<file path="config.mk">
export PLATFORM = sky130hd
export DESIGN_NAME = sst_seq
export DESIGN_NICKNAME = d
export VERILOG_FILES = /design/src/hw/rtl/sst_pkg.sv /design/src/hw/rtl/sst_cmp.sv /design/src/hw/rtl/sst_seq.sv
export SDC_FILE = /design/constraint.sdc
export NUM_CORES = 1
export LEC_CHECK = 0
export ABC_AREA = 1
export ABC_CLOCK_PERIOD_IN_PS = 6700
export BUFFER_PORTS_ARGS = -buffer_cell sky130_fd_sc_hd__clkbuf_2
export CORE_MARGIN = 2
export CORE_UTILIZATION = 50
export DETAILED_ROUTE_END_ITERATION = 8
export PLACE_DENSITY = 0.81
export SLEW_MARGIN = 20
export SYNTH_ARGS = -nofsm -noshare
export SYNTH_HDL_FRONTEND = slang
export SYNTH_SLANG_ARGS = --single-unit
</file>
<file path="constraint.sdc">
create_clock -name i_clk -period 6.7 [get_ports i_clk]
set_input_delay 0.67 -clock i_clk [delete_from_list [all_inputs] [get_ports i_clk]]
set_output_delay 0.67 -clock i_clk [all_outputs]
set_load 0.03 [all_outputs]
</file>
<file path="src/hw/rtl/sst_pkg.sv">
package sst_pkg;

    localparam int TABLE_DEPTH_DEF  = 256;
    localparam int SYMBOL_BITS_DEF  = 16;
    localparam int PAYLOAD_BITS_DEF = 32;
    localparam int LEVEL_BITS_DEF   = 8;
    localparam int STATUS_BITS      = 3;
    localparam int OP_BITS          = 2;

    typedef enum logic [OP_BITS-1:0] {
        OP_ENTER  = 2'd0,
        OP_LEAVE  = 2'd1,
        OP_INSERT = 2'd2,
        OP_LOOKUP = 2'd3
    } t_op;

    typedef enum logic [STATUS_BITS-1:0] {
        ST_OK       = 3'd0,
        ST_DUP      = 3'd1,
        ST_NOTFOUND = 3'd2,
        ST_FULL     = 3'd3,
        ST_UNDER    = 3'd4,
        ST_OVER     = 3'd5
    } t_status;

    typedef enum logic [1:0] {
        S_IDLE,
        S_SCAN,
        S_DONE
    } t_state;

    typedef struct packed {
        logic sym_eq;
        logic lvl_eq;
    } t_cmp;

endpackage

</file>
<file path="src/hw/rtl/sst_cmp.sv">
module sst_cmp #(
    parameter int SYMBOL_BITS = sst_pkg::SYMBOL_BITS_DEF,
    parameter int LEVEL_BITS  = sst_pkg::LEVEL_BITS_DEF
) (
    input  logic [SYMBOL_BITS-1:0] i_entry_sym,
    input  logic [LEVEL_BITS-1:0]  i_entry_lvl,
    input  logic [SYMBOL_BITS-1:0] i_key_sym,
    input  logic [LEVEL_BITS-1:0]  i_key_lvl,
    output sst_pkg::t_cmp          o_cmp
);
    import sst_pkg::*;

    always_comb begin
        o_cmp.sym_eq = (i_entry_sym == i_key_sym);
        o_cmp.lvl_eq = (i_entry_lvl == i_key_lvl);
    end

endmodule

</file>
<file path="src/hw/rtl/sst_seq.sv">
module sst_seq #(
    parameter int TABLE_DEPTH  = sst_pkg::TABLE_DEPTH_DEF,
    parameter int SYMBOL_BITS  = sst_pkg::SYMBOL_BITS_DEF,
    parameter int PAYLOAD_BITS = sst_pkg::PAYLOAD_BITS_DEF,
    parameter int LEVEL_BITS   = sst_pkg::LEVEL_BITS_DEF,
    localparam int AW = (TABLE_DEPTH > 1) ? $clog2(TABLE_DEPTH) : 1
) (
    input  logic                             i_clk,
    input  logic                             i_rst_n,
    input  logic                             i_in_valid,
    output logic                             o_in_stall,
    input  logic [sst_pkg::OP_BITS-1:0]      i_op,
    input  logic [SYMBOL_BITS-1:0]           i_ident,
    input  logic [PAYLOAD_BITS-1:0]          i_type_payload,
    output logic                             o_res_valid,
    input  logic                             i_res_take,
    output sst_pkg::t_status                 o_status,
    output logic [PAYLOAD_BITS-1:0]          o_found_payload,
    output logic [LEVEL_BITS-1:0]            o_found_scope,
    output logic [LEVEL_BITS-1:0]            o_level_now,
    output logic                             o_mem_we,
    output logic [AW-1:0]                    o_mem_waddr,
    output logic [SYMBOL_BITS-1:0]           o_mem_wsym,
    output logic [LEVEL_BITS-1:0]            o_mem_wlvl,
    output logic [PAYLOAD_BITS-1:0]          o_mem_wpay,
    output logic [AW-1:0]                    o_mem_raddr,
    input  logic [SYMBOL_BITS-1:0]           i_mem_rsym,
    input  logic [LEVEL_BITS-1:0]            i_mem_rlvl,
    input  logic [PAYLOAD_BITS-1:0]          i_mem_rpay
);
    import sst_pkg::*;

    localparam int CW = $clog2(TABLE_DEPTH + 1);
    localparam logic [LEVEL_BITS-1:0] LVL_MAX = '1;
    localparam logic [CW-1:0] CNT_FULL = CW'(TABLE_DEPTH);

    t_state                  r_state, n_state;
    t_op                     r_op, n_op;
    logic [SYMBOL_BITS-1:0]  r_sym, n_sym;
    logic [PAYLOAD_BITS-1:0] r_pay, n_pay;
    logic [CW-1:0]           r_count, n_count;
    logic [LEVEL_BITS-1:0]   r_level, n_level;
    logic [CW-1:0]           r_idx, n_idx;
    logic                    r_pend, n_pend;
    logic [AW-1:0]           r_caddr, n_caddr;
    t_status                 r_status, n_status;
    logic [PAYLOAD_BITS-1:0] r_fpay, n_fpay;
    logic [LEVEL_BITS-1:0]   r_flev, n_flev;

    t_cmp                    w_cmp;
    logic                    w_stop;
    logic                    w_exh;
    logic [CW-1:0]           w_idx_m1;
    logic                    w_imm;

    sst_cmp #(
        .SYMBOL_BITS (SYMBOL_BITS),
        .LEVEL_BITS  (LEVEL_BITS)
    ) u_cmp (
        .i_entry_sym (i_mem_rsym),
        .i_entry_lvl (i_mem_rlvl),
        .i_key_sym   (r_sym),
        .i_key_lvl   (r_level),
        .o_cmp       (w_cmp)
    );

    assign w_idx_m1 = r_idx - CW'(1);
    assign w_imm    = (t_op'(i_op) == OP_ENTER) ||
                      ((t_op'(i_op) == OP_LEAVE) && (r_level == '0));

    // scan decisions on the entry read last cycle
    always_comb begin
        w_stop = 1'b0;
        if (r_pend) begin
            unique case (r_op)
                OP_LEAVE:  w_stop = !w_cmp.lvl_eq;
                OP_INSERT: w_stop = !w_cmp.lvl_eq || w_cmp.sym_eq;
                OP_LOOKUP: w_stop = w_cmp.sym_eq;
                default:   w_stop = 1'b1;
            endcase
        end
        w_exh = !r_pend && (r_idx == '0);
    end

    always_comb begin
        n_state = r_state;
        unique case (r_state)
            S_IDLE: begin
                if (i_in_valid) begin
                    n_state = w_imm ? S_DONE : S_SCAN;
                end
            end
            S_SCAN: begin
                if (w_stop || w_exh) begin
                    n_state = S_DONE;
                end
            end
            S_DONE: begin
                if (i_res_take) begin
                    n_state = S_IDLE;
                end
            end
            default: n_state = S_IDLE;
        endcase
    end

    always_comb begin
        n_op        = r_op;
        n_sym       = r_sym;
        n_pay       = r_pay;
        n_count     = r_count;
        n_level     = r_level;
        n_idx       = r_idx;
        n_pend      = r_pend;
        n_caddr     = r_caddr;
        n_status    = r_status;
        n_fpay      = r_fpay;
        n_flev      = r_flev;
        o_mem_we    = 1'b0;
        o_mem_waddr = r_count[AW-1:0];
        o_mem_wsym  = r_sym;
        o_mem_wlvl  = r_level;
        o_mem_wpay  = r_pay;
        o_mem_raddr = w_idx_m1[AW-1:0];
        unique case (r_state)
            S_IDLE: begin
                if (i_in_valid) begin
                    n_op     = t_op'(i_op);
                    n_sym    = i_ident;
                    n_pay    = i_type_payload;
                    n_idx    = r_count;
                    n_pend   = 1'b0;
                    n_status = ST_OK;
                    n_fpay   = '0;
                    n_flev   = '0;
                    if (t_op'(i_op) == OP_ENTER) begin
                        if (r_level == LVL_MAX) begin
                            n_status = ST_OVER;
                        end else begin
                            n_level = r_level + LEVEL_BITS'(1);
                        end
                    end else if ((t_op'(i_op) == OP_LEAVE) && (r_level == '0)) begin
                        n_status = ST_UNDER;
                    end
                end
            end
            S_SCAN: begin
                if (w_stop) begin
                    n_pend = 1'b0;
                    unique case (r_op)
                        OP_LEAVE: begin
                            n_count = CW'(r_caddr) + CW'(1);
                            n_level = r_level - LEVEL_BITS'(1);
                        end
                        OP_INSERT: begin
                            if (w_cmp.lvl_eq) begin
                                n_status = ST_DUP;
                            end else if (r_count == CNT_FULL) begin
                                n_status = ST_FULL;
                            end else begin
                                o_mem_we = 1'b1;
                                n_count  = r_count + CW'(1);
                            end
                        end
                        OP_LOOKUP: begin
                            n_fpay = i_mem_rpay;
                            n_flev = i_mem_rlvl;
                        end
                        default: n_status = ST_OK;
                    endcase
                end else if (w_exh) begin
                    unique case (r_op)
                        OP_LEAVE: begin
                            n_count = '0;
                            n_level = r_level - LEVEL_BITS'(1);
                        end
                        OP_INSERT: begin
                            if (r_count == CNT_FULL) begin
                                n_status = ST_FULL;
                            end else begin
                                o_mem_we = 1'b1;
                                n_count  = r_count + CW'(1);
                            end
                        end
                        OP_LOOKUP: n_status = ST_NOTFOUND;
                        default:   n_status = ST_OK;
                    endcase
                end else if (r_idx != '0) begin
                    n_idx   = w_idx_m1;
                    n_pend  = 1'b1;
                    n_caddr = w_idx_m1[AW-1:0];
                end else begin
                    n_pend = 1'b0;
                end
            end
            S_DONE: begin
                n_pend = 1'b0;
            end
            default: n_pend = 1'b0;
        endcase
    end

    always_ff @(posedge i_clk) begin
        if (!i_rst_n) begin
            r_state <= S_IDLE;
            r_count <= '0;
            r_level <= '0;
            r_pend  <= 1'b0;
        end else begin
            r_state <= n_state;
            r_count <= n_count;
            r_level <= n_level;
            r_pend  <= n_pend;
        end
    end

    always_ff @(posedge i_clk) begin
        r_op     <= n_op;
        r_sym    <= n_sym;
        r_pay    <= n_pay;
        r_idx    <= n_idx;
        r_caddr  <= n_caddr;
        r_status <= n_status;
        r_fpay   <= n_fpay;
        r_flev   <= n_flev;
    end

    assign o_in_stall      = (r_state != S_IDLE);
    assign o_res_valid     = (r_state == S_DONE);
    assign o_status        = r_status;
    assign o_found_payload = r_fpay;
    assign o_found_scope   = r_flev;
    assign o_level_now     = r_level;

endmodule

</file>
; Yosys cells after proc, flatten, opt, wreduce, memory -nomap -nowiden
; Index checks and enable logic that the tools add are counted.
[word_totals]
regBits = 130
latch_bits = 0
ram_bits = 0
mem_bits_ro = 0
in_bits = 110
out_inout_bits = 126
word_cells = 126
mem_count = 0
[op_classes]
n_addsub = 5
multipliers = 0
div = 0
magnitude_cmp = 0
n_eq_ne = 25
n_shift = 0
muxes = 56
bitwise_logic = 2
n_reduce_logical = 26
[op_table]
columns = operator, count
row1 = 32-bit two-way mux, 3
row2 = 8-bit two-way mux, 9
row3 = 9-bit two-way mux, 8
row4 = 32-bit one-hot mux with 2 select lines, 1
row5 = 9-bit one-hot mux with 2 select lines, 3
row6 = 8-bit one-hot mux with 2 select lines, 2
row7 = 3-bit two-way mux, 8
row8 = 16-bit == test, 1
row9 = 2-bit != test (second input constant), 8
row10 = 3-bit != test (second input constant), 5
row11 = 5-bit AND reduction, 3
row12 = 1-bit two-way mux, 12
row13 = 3-bit one-hot mux with 2 select lines, 2
row14 = 4-bit AND reduction, 3
row15 = 8-bit by 1-bit adder with 9-bit output (second input constant), 1
row16 = 9-bit by 1-bit adder with 9-bit output (second input constant), 1
row17 = 9-bit == test (second input constant), 1
row18 = 9-bit zero test, 1
row19 = 3-bit one-hot mux with 3 select lines, 1
row20 = 9-bit nonzero test, 1
row21 = 9-bit by 1-bit subtractor with 9-bit output (second input constant), 1
row22 = 8-bit by 1-bit adder with 8-bit output (second input constant), 1
row23 = 8-bit == test, 1
row24 = 8-bit == test (second input constant), 1
row25 = other kinds (18), 36

; Depth between registers and ports, before layout
; Gate-level depths: netlist of run 1.
[depth]
word_depth = 8
depth_mapped = 17
ltp_nobuf = 15

; By module
; From an unflattened synthesis of run 1, not the netlist that was laid out.
[hier_totals]
hier_cells = 645
hier_area_um2 = 6267.3
[by_module_without_submodules]
columns = mod, instances, cells_each, area_per_inst_um2, seq_area_each_um2
row1 = sst_seq, 1, 583, 5934.4, 3703.6
row2 = sst_cmp, 1, 62, 332.8, 0.0

; Least setup slack after synthesis of run 1
; No wires, ideal clock.
[synth_path]
path_kind = input to register
from = input port i_in_valid
to = register r_fpay[0], in the netlist o_found_payload[0] (enable)
setup_ps = 493
arrival_ps = 4558
required_ps = 6207
setup_slack_ps = 1649
cell_stages = 4
path_buffers = 0
cell_sequence = inv_1 -> nor2_1 -> inv_1 -> o21ai_0
[synth_via]
elab_chain_len = 2
[synth_rtl]
columns = item, line_no
row1 = "start, declared", sst_seq.sv:10  ; input logic i_in_valid,
row2 = 2-bit != test (no source line), --
row3 = 4-bit AND reduction (no source line), --
row4 = "end signal, assigned", sst_seq.sv:224  ; r_fpay <= n_fpay;
row5 = "end, declared", sst_seq.sv:47  ; logic [PAYLOAD_BITS-1:0] r_fpay, n_fpay;
; No other way between the ends.
; A chain may end at the register's enable or synchronous reset.

; Worst setup path in the final report of run 1
[layout_path]
from = register r_op[0]
to = output port o_mem_we
[layout_via]
elab_chain_len = 5
elab_cells_between_ends = 10
cone_classes = eq/ne (3) / mux (7)
[layout_rtl]
columns = item, line_no
row1 = "start, declared", sst_seq.sv:38  ; t_op r_op, n_op;
row2 = "start signal, assigned", sst_seq.sv:218  ; r_op <= n_op;
row3 = "2-bit == test, or another cell as far along", sst_seq.sv:75  ; unique case (r_op)
row4 = 1-bit one-hot mux with 3 select lines or 1-bit two-way mux (tied branches), "sst_seq.sv:75, sst_seq.sv:172"
row5 = "1-bit two-way mux, on equally long branches", "sst_seq.sv:74, sst_seq.sv:171"
row6 = 1-bit two-way mux (*), sst_seq.sv:148  ; if (w_stop) begin
row7 = 1-bit two-way mux (*), sst_seq.sv:125  ; unique case (r_state)
row8 = "end, declared", sst_seq.sv:21  ; output logic o_mem_we,
; Mark *: on every way between the ends. The rest lies on a longest branch, timed or not.

==> implementation parameters, run 1 <==
Parameter                              Value

Run status
  Status ... finished clean

Placed design
  Number of cells after detailed placement ... roughly 1000
  Worst setup slack after placement ... ~3.5 ns
  Routability cong. ... 0.909
  DPL Wire Length ... ~12 mm
  Number of buffers added on ports ... between 200 and 250

Yosys
  Netlist Area Pre-Place ... about 6200 sq um
  Count of state elements after synthesis ... 130
  Average footprint of a synthesized cell ... 9.64 sq um
  Mux cell area share after synthesis ... 0%
  Mapped Cells ... ~650
  Share of the synthesized netlist area taken by xor and xnor gates ... 3.36%
  Warnings, synthesis ... 0
  Cell type contributing the most total cell area after synthesis ... edfxtp_1
  Fraction of the mapped netlist area in simple logic gates ... 19.6%
  Proportion of synthesized chip area in sequential cells ... 59.3%
  Post-synthesis compound-gate area fraction ... roughly 5%
  Adder and majority gate portion of the synthesized area ... under 10%
  Dominant combinational cell family by area after synthesis ... simple AND/OR/NAND/NOR gates
  Count of different cell masters after synthesis ... 39
  Number of enable flip-flop cells after synthesis ... 110
  Area fraction of the dominant cell type after synthesis ... a little over half
  Area contributors post-synth ... edfxtp_1 (53%), nand2_1 (7.0%), nor2_1 (6.5%), dfxtp_1 (6.4%), inv_1 (6.2%)
  Share of synthesized flip-flops with an asynchronous set or reset ... 0%
  Prevailing post-synth register cell ... edfxtp_1
  Synthesized netlist net count ... 773

STA
  Slew Limit Headroom ... between 50% and 60%
  Final setup TNS ... 0 ns
  Unrepaired setup endpoints after global routing ... false
  Final Critical Period ... 3.63 ns
  Max frequency ... ~280 MHz
  Post-route clock skew ... between 0.008 and 0.009 ns
  Count of endpoints failing hold in the final timing report ... 0
  Worst-margin pin slew ... around 0.65 ns
  Fin worst setup slack ... 3.07 ns
  Fraction of the cycle the final worst path needs ... between 50 and 60%
  Setup Viol. Count Final ... 0
  Max-slew violation total from the final report ... 0

Critical path
  Worst flop-to-flop path endpoint ... o_status[2]
  Nature of the critical path startpoint ... flop
  Cell count of the worst reg-to-reg path ... 12
  Data required, critical path ... a little over 6 ns
  Category of the worst setup path capture point ... primary output
  CP Max Fanout ... 17
  Critical register-to-register path startpoint ... r_op[0]
  Arrival time of data at the critical path endpoint ... ~3.0 ns
  Reg2reg setup slack ... around 3.9 ns
  Worst Setup Path Type ... flop to primary output

Clocking
  Clock transition at the registers of the reported paths ... 0.06 ns
  Number of clock buffers inserted by TritonCTS ... 17
  Worst skew pair latency ... 0.42 ns
  Resized cells post-CTS ... 0
  Number of post-CTS setup repair buffers ... 0
  # H-tree levels ... 4
  Root buffer selected by CTS ... clkbuf_16
  Sink count of the clock tree ... 130
  Post-CTS Hold Buffers ... 0
  Clock tree from TritonCTS ... built
  Max Root-Sink Buffers ... 2

Cells and area
  # nets final ... approximately 1000
  Antenna diodes ... 0
  Core Util, Final ... 66.6%
  Filler cells ... ~1000
  Number of standard cells in the final layout excluding fillers ... around 1100
  Share of cells above drive strength 1 ... 33.2%
  Commonest non-fill, non-tap cells in the layout ... clkbuf_2 (235), nand2_1 (116), edfxtp_1 (110)
  Register Area ... 3700 sq um
  Area taken by multi-input logic gates ... 1960 sq um
  Most common cell after layout, fill and taps aside ... clkbuf_2
  Layout-stage area growth over the synthesis result ... 29.2%

Drt
  Initial drt markers ... 490
  DRC ... 0
  Average wire per cell in the routed design ... approximately 15 um
  DR top layer ... met4
  Antenna violation net count after detailed routing ... 0
  Post-route met1 wirelength ... between 6 and 7 mm
  Post-detailed-route via-to-cell ratio ... 4.94
  Met2 WL post-DR ... a little over 8 mm
  Total via count after detailed routing ... around 5200
  Detailed-route wire length ... 15.8 mm
  Detailed-router iteration count before antenna repair ... 5
  Amount of wire on met3 after detailed routing ... 937 um

Power and ir drop
  Peak ir drop on the vdd network ... 199 uV
  Leakage power of the design ... around 4.0 nW
  Power density over cell area ... about 370 nW/um^2

Floorplanning
  Site Rows ... 40
  DIE HEIGHT ... between 100 and 150 um
  Boundary Pins ... roughly 240
  Area inside the core boundary ... ~12000 sq um
  Starting utilization of the core area ... about half
  Die outline width ... approximately 120 um
  Die area ... 13400 sq um

Global routing
  Number of antenna violations at the first check in global routing ... 0
  Pin count of the biggest net entering global routing ... roughly 50
  Aggregate global-route resource usage ... 24.1%
  Wire length of the first global-routing pass ... 24.3 mm
  Total global routing overflow ... 0
  Vias in the first global route ... about 5000

Worst hold path
  Min-Delay Startpoint ... i_ident[14]
  Number of cells traversed by the worst hold path ... 1
  Tightest Hold Check Type ... input pin to flop
  Worst-case hold path end point ... o_mem_wsym[14]

Flow run
  Maximum capacitance violations ... 0
[cell type report]
cell class	count	share of cell area, %
Inverter	108	5.05
Clock buffer	17	5.27
Multi-Input combinational cell	380	24.3
Tap cell	168	2.60
Clock inverter	15	1.95
Sequential cell	130	45.9
Timing Repair Buffer	239	14.9
[power by group]
group	leakage, nW	switching [mW]	internal (mW)
Clock	0.272	0.364	0.551
Combinational	2.45	0.675	0.246
Sequential	1.23	0.0871	1.07
[worst max-delay path, stage by stage, from the launching register on]
cell,delay [ns]
edfxtp_1,0.42
inv_1,0.10
ha_1,0.58
o21ai_1,0.15
nor2_1,0.12
nand2_1,0.05
nor2_1,0.08
nand3_1,0.08
nand2_2,0.11
nand2_4,0.14
nand2_1,0.12
nand3_1,0.08
nor3_1,0.26
clkbuf_2,0.26
[Yosys cell counts, types with 3 or more instances]
cell type / instances
xnor2_1: 8
ha_1: 14
nand4_1: 13
o21ai_0: 35
inv_1: 104
clkbuf_1: 7
nor2_1: 108
nand2_1: 116
nand2_2: 4
a21oi_2: 3
buf_4: 18
xor2_1: 16
a21oi_1: 12
nor3_1: 10
dfxtp_1: 20
or2_2: 3
edfxtp_1: 110
nand3_1: 19
[flip-flops by register name, summed over array words and instances (netlist names)]
| name | cells |
|---|---|
| o_found_payload | 32 |
| o_mem_wpay | 32 |
| o_mem_wsym | 16 |
| r_count | 9 |
| r_idx | 9 |
| o_found_scope | 8 |
| o_level_now | 8 |
| r_caddr | 8 |
| o_status | 3 |
| r_op | 2 |
| r_state | 2 |
| r_pend | 1 |
[how the worst max path moves through the flow]
stage | slack [ns] | start | cells past startpoint | endpoint
after floorplan | 1.65 | i_in_valid | 4 | o_found_payload[0]
after CTS | 3.08 | r_op[0] | 13 | o_mem_we
final | 3.07 | r_op[0] | 13 | o_mem_we
after global placement | 3.58 | r_op[0] | 13 | o_mem_we
after detailed placement | 3.53 | r_op[0] | 13 | o_mem_we
after global routing | 2.79 | r_op[0] | 13 | o_mem_we
[kinds of logic (layout without fill, tap and decap cells)]
group / after synthesis / in the layout
AND/OR/NAND/NOR: 284 / 284
buffers and inverters: 138 / 379
flip-flops: 130 / 130
AO/OA/AOI/OAI: 57 / 57
XOR/XNOR: 24 / 24
adder cells (fa/ha/maj): 15 / 15
[per-layer routing]
metal	GRT usage, %	up-vias
met5	0	-
met4	9.44	0
met3	6.17	30
met2	40.3	198
met1	30.1	2455
li1	-	2535
[through the flow]
step	power (mW)	hold slack, ns	area, sq um
after global routing	3.14	0.402	8070
final	3.00	0.421	8070
after floorplan	1.83	0.491	6250
after detailed placement	2.09	0.527	7490
after CTS	3.01	0.408	8070
after global placement	2.07	0.517	7490
(Power assumes the default switching activity.)
==> inputs of run 2 (changes only) <==
--- a/config.mk
+++ b/config.mk
@@ -5,11 +5,11 @@
 export SDC_FILE = /design/constraint.sdc
 export NUM_CORES = 1
 export LEC_CHECK = 0
-export ABC_AREA = 1
-export ABC_CLOCK_PERIOD_IN_PS = 6700
+export ABC_AREA = 0
+export ABC_CLOCK_PERIOD_IN_PS = 3400
 export BUFFER_PORTS_ARGS = -buffer_cell sky130_fd_sc_hd__clkbuf_2
 export CORE_MARGIN = 2
-export CORE_UTILIZATION = 50
+export CORE_UTILIZATION = 49
 export DETAILED_ROUTE_END_ITERATION = 8
 export PLACE_DENSITY = 0.81
 export SLEW_MARGIN = 20
==> constraint.sdc (replaced) <==
create_clock -name i_clk -period 3.4 [get_ports i_clk]
set_input_delay 0.34 -clock i_clk [delete_from_list [all_inputs] [get_ports i_clk]]
set_output_delay 0.34 -clock i_clk [all_outputs]
set_load 0.03 [all_outputs]
==> run 2 against run 1 <==
Compared with the run above:
- first-iteration DRC count shrank 13%
- clock power grew 94%
- hold slack lost 0.32 ns
- global-route usage shrank 1.2 points
- largest power group unchanged
- final cell count shrank 17%
==> implementation parameters, run 2 <==
Parameter                              Value

Placed design
  Routability cong. ... 0.894 (-1.7%)
  Area after DPL ... 7160 sq um (-4.4%)
  DPL Wire Length ... 11.3 mm (-4.3%)
  Number of buffers added on ports ... 235 (unchanged)

Critical path
  Worst Setup Path Type ... flop to primary output
  Nature of the critical path startpoint ... flop
  Category of the worst setup path capture point ... primary output
  Data required, critical path ... 3.06 ns (-2.97 ns)
  CP Max Fanout ... 16 (-1)
  Arrival time of data at the critical path endpoint ... 2.64 ns (-0.32 ns)

Clocking
  Clock tree from TritonCTS ... built
  Post-CTS Hold Buffers ... 0 (unchanged)
  Worst skew pair latency ... 0.41 ns (about the same)
  Number of clock buffers inserted by TritonCTS ... 17 (unchanged)
  Sink count of the clock tree ... 130 (unchanged)
  Clock transition at the registers of the reported paths ... 0.06 ns (about the same)
  Number of post-CTS setup repair buffers ... 0 (unchanged)
  Max Root-Sink Buffers ... 2 (unchanged)
  # H-tree levels ... 4 (unchanged)
  Root buffer selected by CTS ... clkbuf_16
  Resized cells post-CTS ... 0 (unchanged)

STA
  Count of endpoints failing hold in the final timing report ... 0 (unchanged)
  Max-slew violation total from the final report ... 0 (unchanged)
  Tightest hold margin ... 0.103 ns (-0.318 ns)
  Worst-margin pin slew ... 0.700 ns (+0.0523 ns)
  Max frequency ... between 300 and 400 MHz
  Fraction of the cycle the final worst path needs ... 87.5%
  Post-route clock skew ... 0.00902 ns (+0.000882 ns)
  Final setup TNS ... 0 ns (unchanged)
  Slew Limit Headroom ... 53.2% (-3.6 points)
  Unrepaired setup endpoints after global routing ... false
  Setup Viol. Count Final ... 0 (unchanged)
  Final Critical Period ... just under 3 ns

Cells and area
  Most common cell after layout, fill and taps aside ... clkbuf_2
  Final Instance Area ... 7730 sq um (-4.2%)
  Antenna diodes ... 0 (unchanged)
  Commonest non-fill, non-tap cells in the layout ... clkbuf_2 (235), edfxtp_1 (110), nand2_1 (44)
  Layout-stage area growth over the synthesis result ... 30.6%
  # nets final ... 842 (-16%)
  Core Util, Final ... 64.9% (-1.7 points)
  Share of cells above drive strength 1 ... 38.3% (+5.1 points)

Floorplanning
  Boundary Pins ... 236 (unchanged)
  Die outline width ... 114 um (-1.6%)
  Starting utilization of the core area ... 49.7% (-1.9 points)
  Site Rows ... 40 (unchanged)
  Area inside the core boundary ... 11900 sq um (-1.7%)
  Die area ... 13000 sq um (-3.1%)
  DIE HEIGHT ... 114 um (-1.6%)

Drt
  Total via count after detailed routing ... 4675 (-10%)
  Initial drt markers ... 425 (-13%)
  Post-detailed-route via-to-cell ratio ... 5.34 (+8.1%)
  Detailed-router iteration count before antenna repair ... 5 (unchanged)
  DRC ... 0 (unchanged)
  Detailed-route wire length ... 14.8 mm (-6.0%)
  Antenna violation net count after detailed routing ... 0 (unchanged)
  Average wire per cell in the routed design ... 16.9 um (+13%)

Run status
  Status ... finished clean

Yosys
  Fraction of the mapped netlist area in simple logic gates ... 16.1% (-3.5 points)
  Prevailing post-synth register cell ... edfxtp_1
  Area contributors post-synth ... edfxtp_1 (56%), dfxtp_1 (6.8%), and2_1 (4.4%), xor2_1 (3.3%), ha_1 (3.0%)
  Count of different cell masters after synthesis ... 50 (+28%)
  Most used standard cell by instance count after synthesis ... edfxtp_1
  Dominant combinational cell family by area after synthesis ... simple AND/OR/NAND/NOR gates
  Share of the synthesized netlist area taken by xor and xnor gates ... 5.91% (+2.5 points)
  Number of enable flip-flop cells after synthesis ... 110 (unchanged)
  Share of synthesized flip-flops with an asynchronous set or reset ... 0% (unchanged)
  Mapped Cells ... 490 (-24%)
  Most instantiated cells after synthesis ... edfxtp_1 (110), nand2_1 (44), and2_1 (42)
  Area fraction of the dominant cell type after synthesis ... 55.8% (+2.9 points)
  Cell type contributing the most total cell area after synthesis ... edfxtp_1
  Adder and majority gate portion of the synthesized area ... 3.30% (+0.17 points)
  Synthesized netlist net count ... 615 (-20%)
  Netlist Area Pre-Place ... 5920 sq um (-5.2%)
  Post-synthesis compound-gate area fraction ... 7.75% (+2.8 points)
  Average footprint of a synthesized cell ... 12.1 sq um (+25%)
  Count of state elements after synthesis ... 130 (unchanged)
  Mux cell area share after synthesis ... 0% (unchanged)
  Proportion of synthesized chip area in sequential cells ... 62.5% (+3.2 points)
  Warnings, synthesis ... 0 (unchanged)

Global routing
  Total global routing overflow ... 0 (unchanged)
  Wire length of the first global-routing pass ... 22.7 mm (-6.7%)
  Pin count of the biggest net entering global routing ... 44 (-14%)
  Number of antenna violations at the first check in global routing ... 0 (unchanged)
  Vias in the first global route ... 4619 (-7.2%)
  Aggregate global-route resource usage ... 22.9% (-1.2 points)

Power and ir drop
  Power, Total ... 4.86 mW (+62%)
  Leakage power of the design ... 3.31 nW (-16%)
  Power density over cell area ... 628 nW/um^2 (+69%)
  Peak ir drop on the vdd network ... 364 uV (+82%)

Worst hold path
  Tightest Hold Check Type ... input pin to flop

Flow run
  Maximum capacitance violations ... 0 (unchanged)
## run 2: changes by cell type in the layout (fill, tap and decap cells not counted), sizes merged, moves of 10 or more
cell	change
inv	-94
nor2	-85
nand2	-78
and2	+42
o21ai	-15
xnor2	+10
## run 2: worst paths after layout
check	startpoint	to	slack (ns)	cells after the start
worst max-delay path	o_level_now[6]	o_mem_we	0.42	7
worst min-delay path	i_type_payload[25]	o_mem_wpay[25]	0.10	1
worst max register to register	r_idx[3]	o_level_now[7]	0.54	6
worst min register to register	r_state[1]	r_state[0]	0.57	1
## run 2: cell families after synthesis
family,Yosys count
buffers and inverters,53
adders and majority gates,15
AOI/OAI and AO/OA,70
and+or+nand+nor,182
DFF,130
xor gates and xnor gates,40
## run 2: metal layers
| metal | up-vias | track usage (%) | routed length [um] |
|---|---|---|---|
| met1 | 2161 | 25.6 | 5660 |
| li1 | 2213 | - | - |
| met2 | 277 | 39.3 | 7360 |
| met4 | 0 | 10.6 | 378 |
| met5 | - | 0 | 0 |
| met3 | 24 | 7.92 | 1430 |
## run 2: area by class of cell
class | count | area (sq um)
sequential | 130 | 3700
fill | 928 | 4180
clock inverter | 13 | 144
tap | 147 | 184
clock buffer | 18 | 429
multi-input combinational | 307 | 1970
inverter | 18 | 67.6
timing repair buffer | 243 | 1240
## run 2: report_power, final
part | internal [mW] | leakage [nW] | switching (mW) | total (mW)
Combinational | 0.297 | 1.80 | 0.727 | 1.02
Sequential | 1.97 | 1.23 | 0.0935 | 2.06
Clock | 1.13 | 0.274 | 0.637 | 1.77
Total | 3.40 | 3.31 | 1.46 | 4.86
## run 2: worst max-delay path, cell delays in order (launching register included)
cell and delay [ns]:
dfxtp_1 0.51, xnor2_1 0.17, nand4_1 0.22, o221ai_1 0.26
o211a_1 0.49, o21ai_0 0.16, and3_1 0.21, clkbuf_2 0.19
## run 2: per-stage QoR
stage          worst slack [ns]  instances
4_1_cts                   0.427        876
3_5_place_dp              0.543        845
6_report                  0.425        876
5_1_grt                   0.204        876
2_1_floorplan             0.244        490
3_3_place_gp              0.641        845
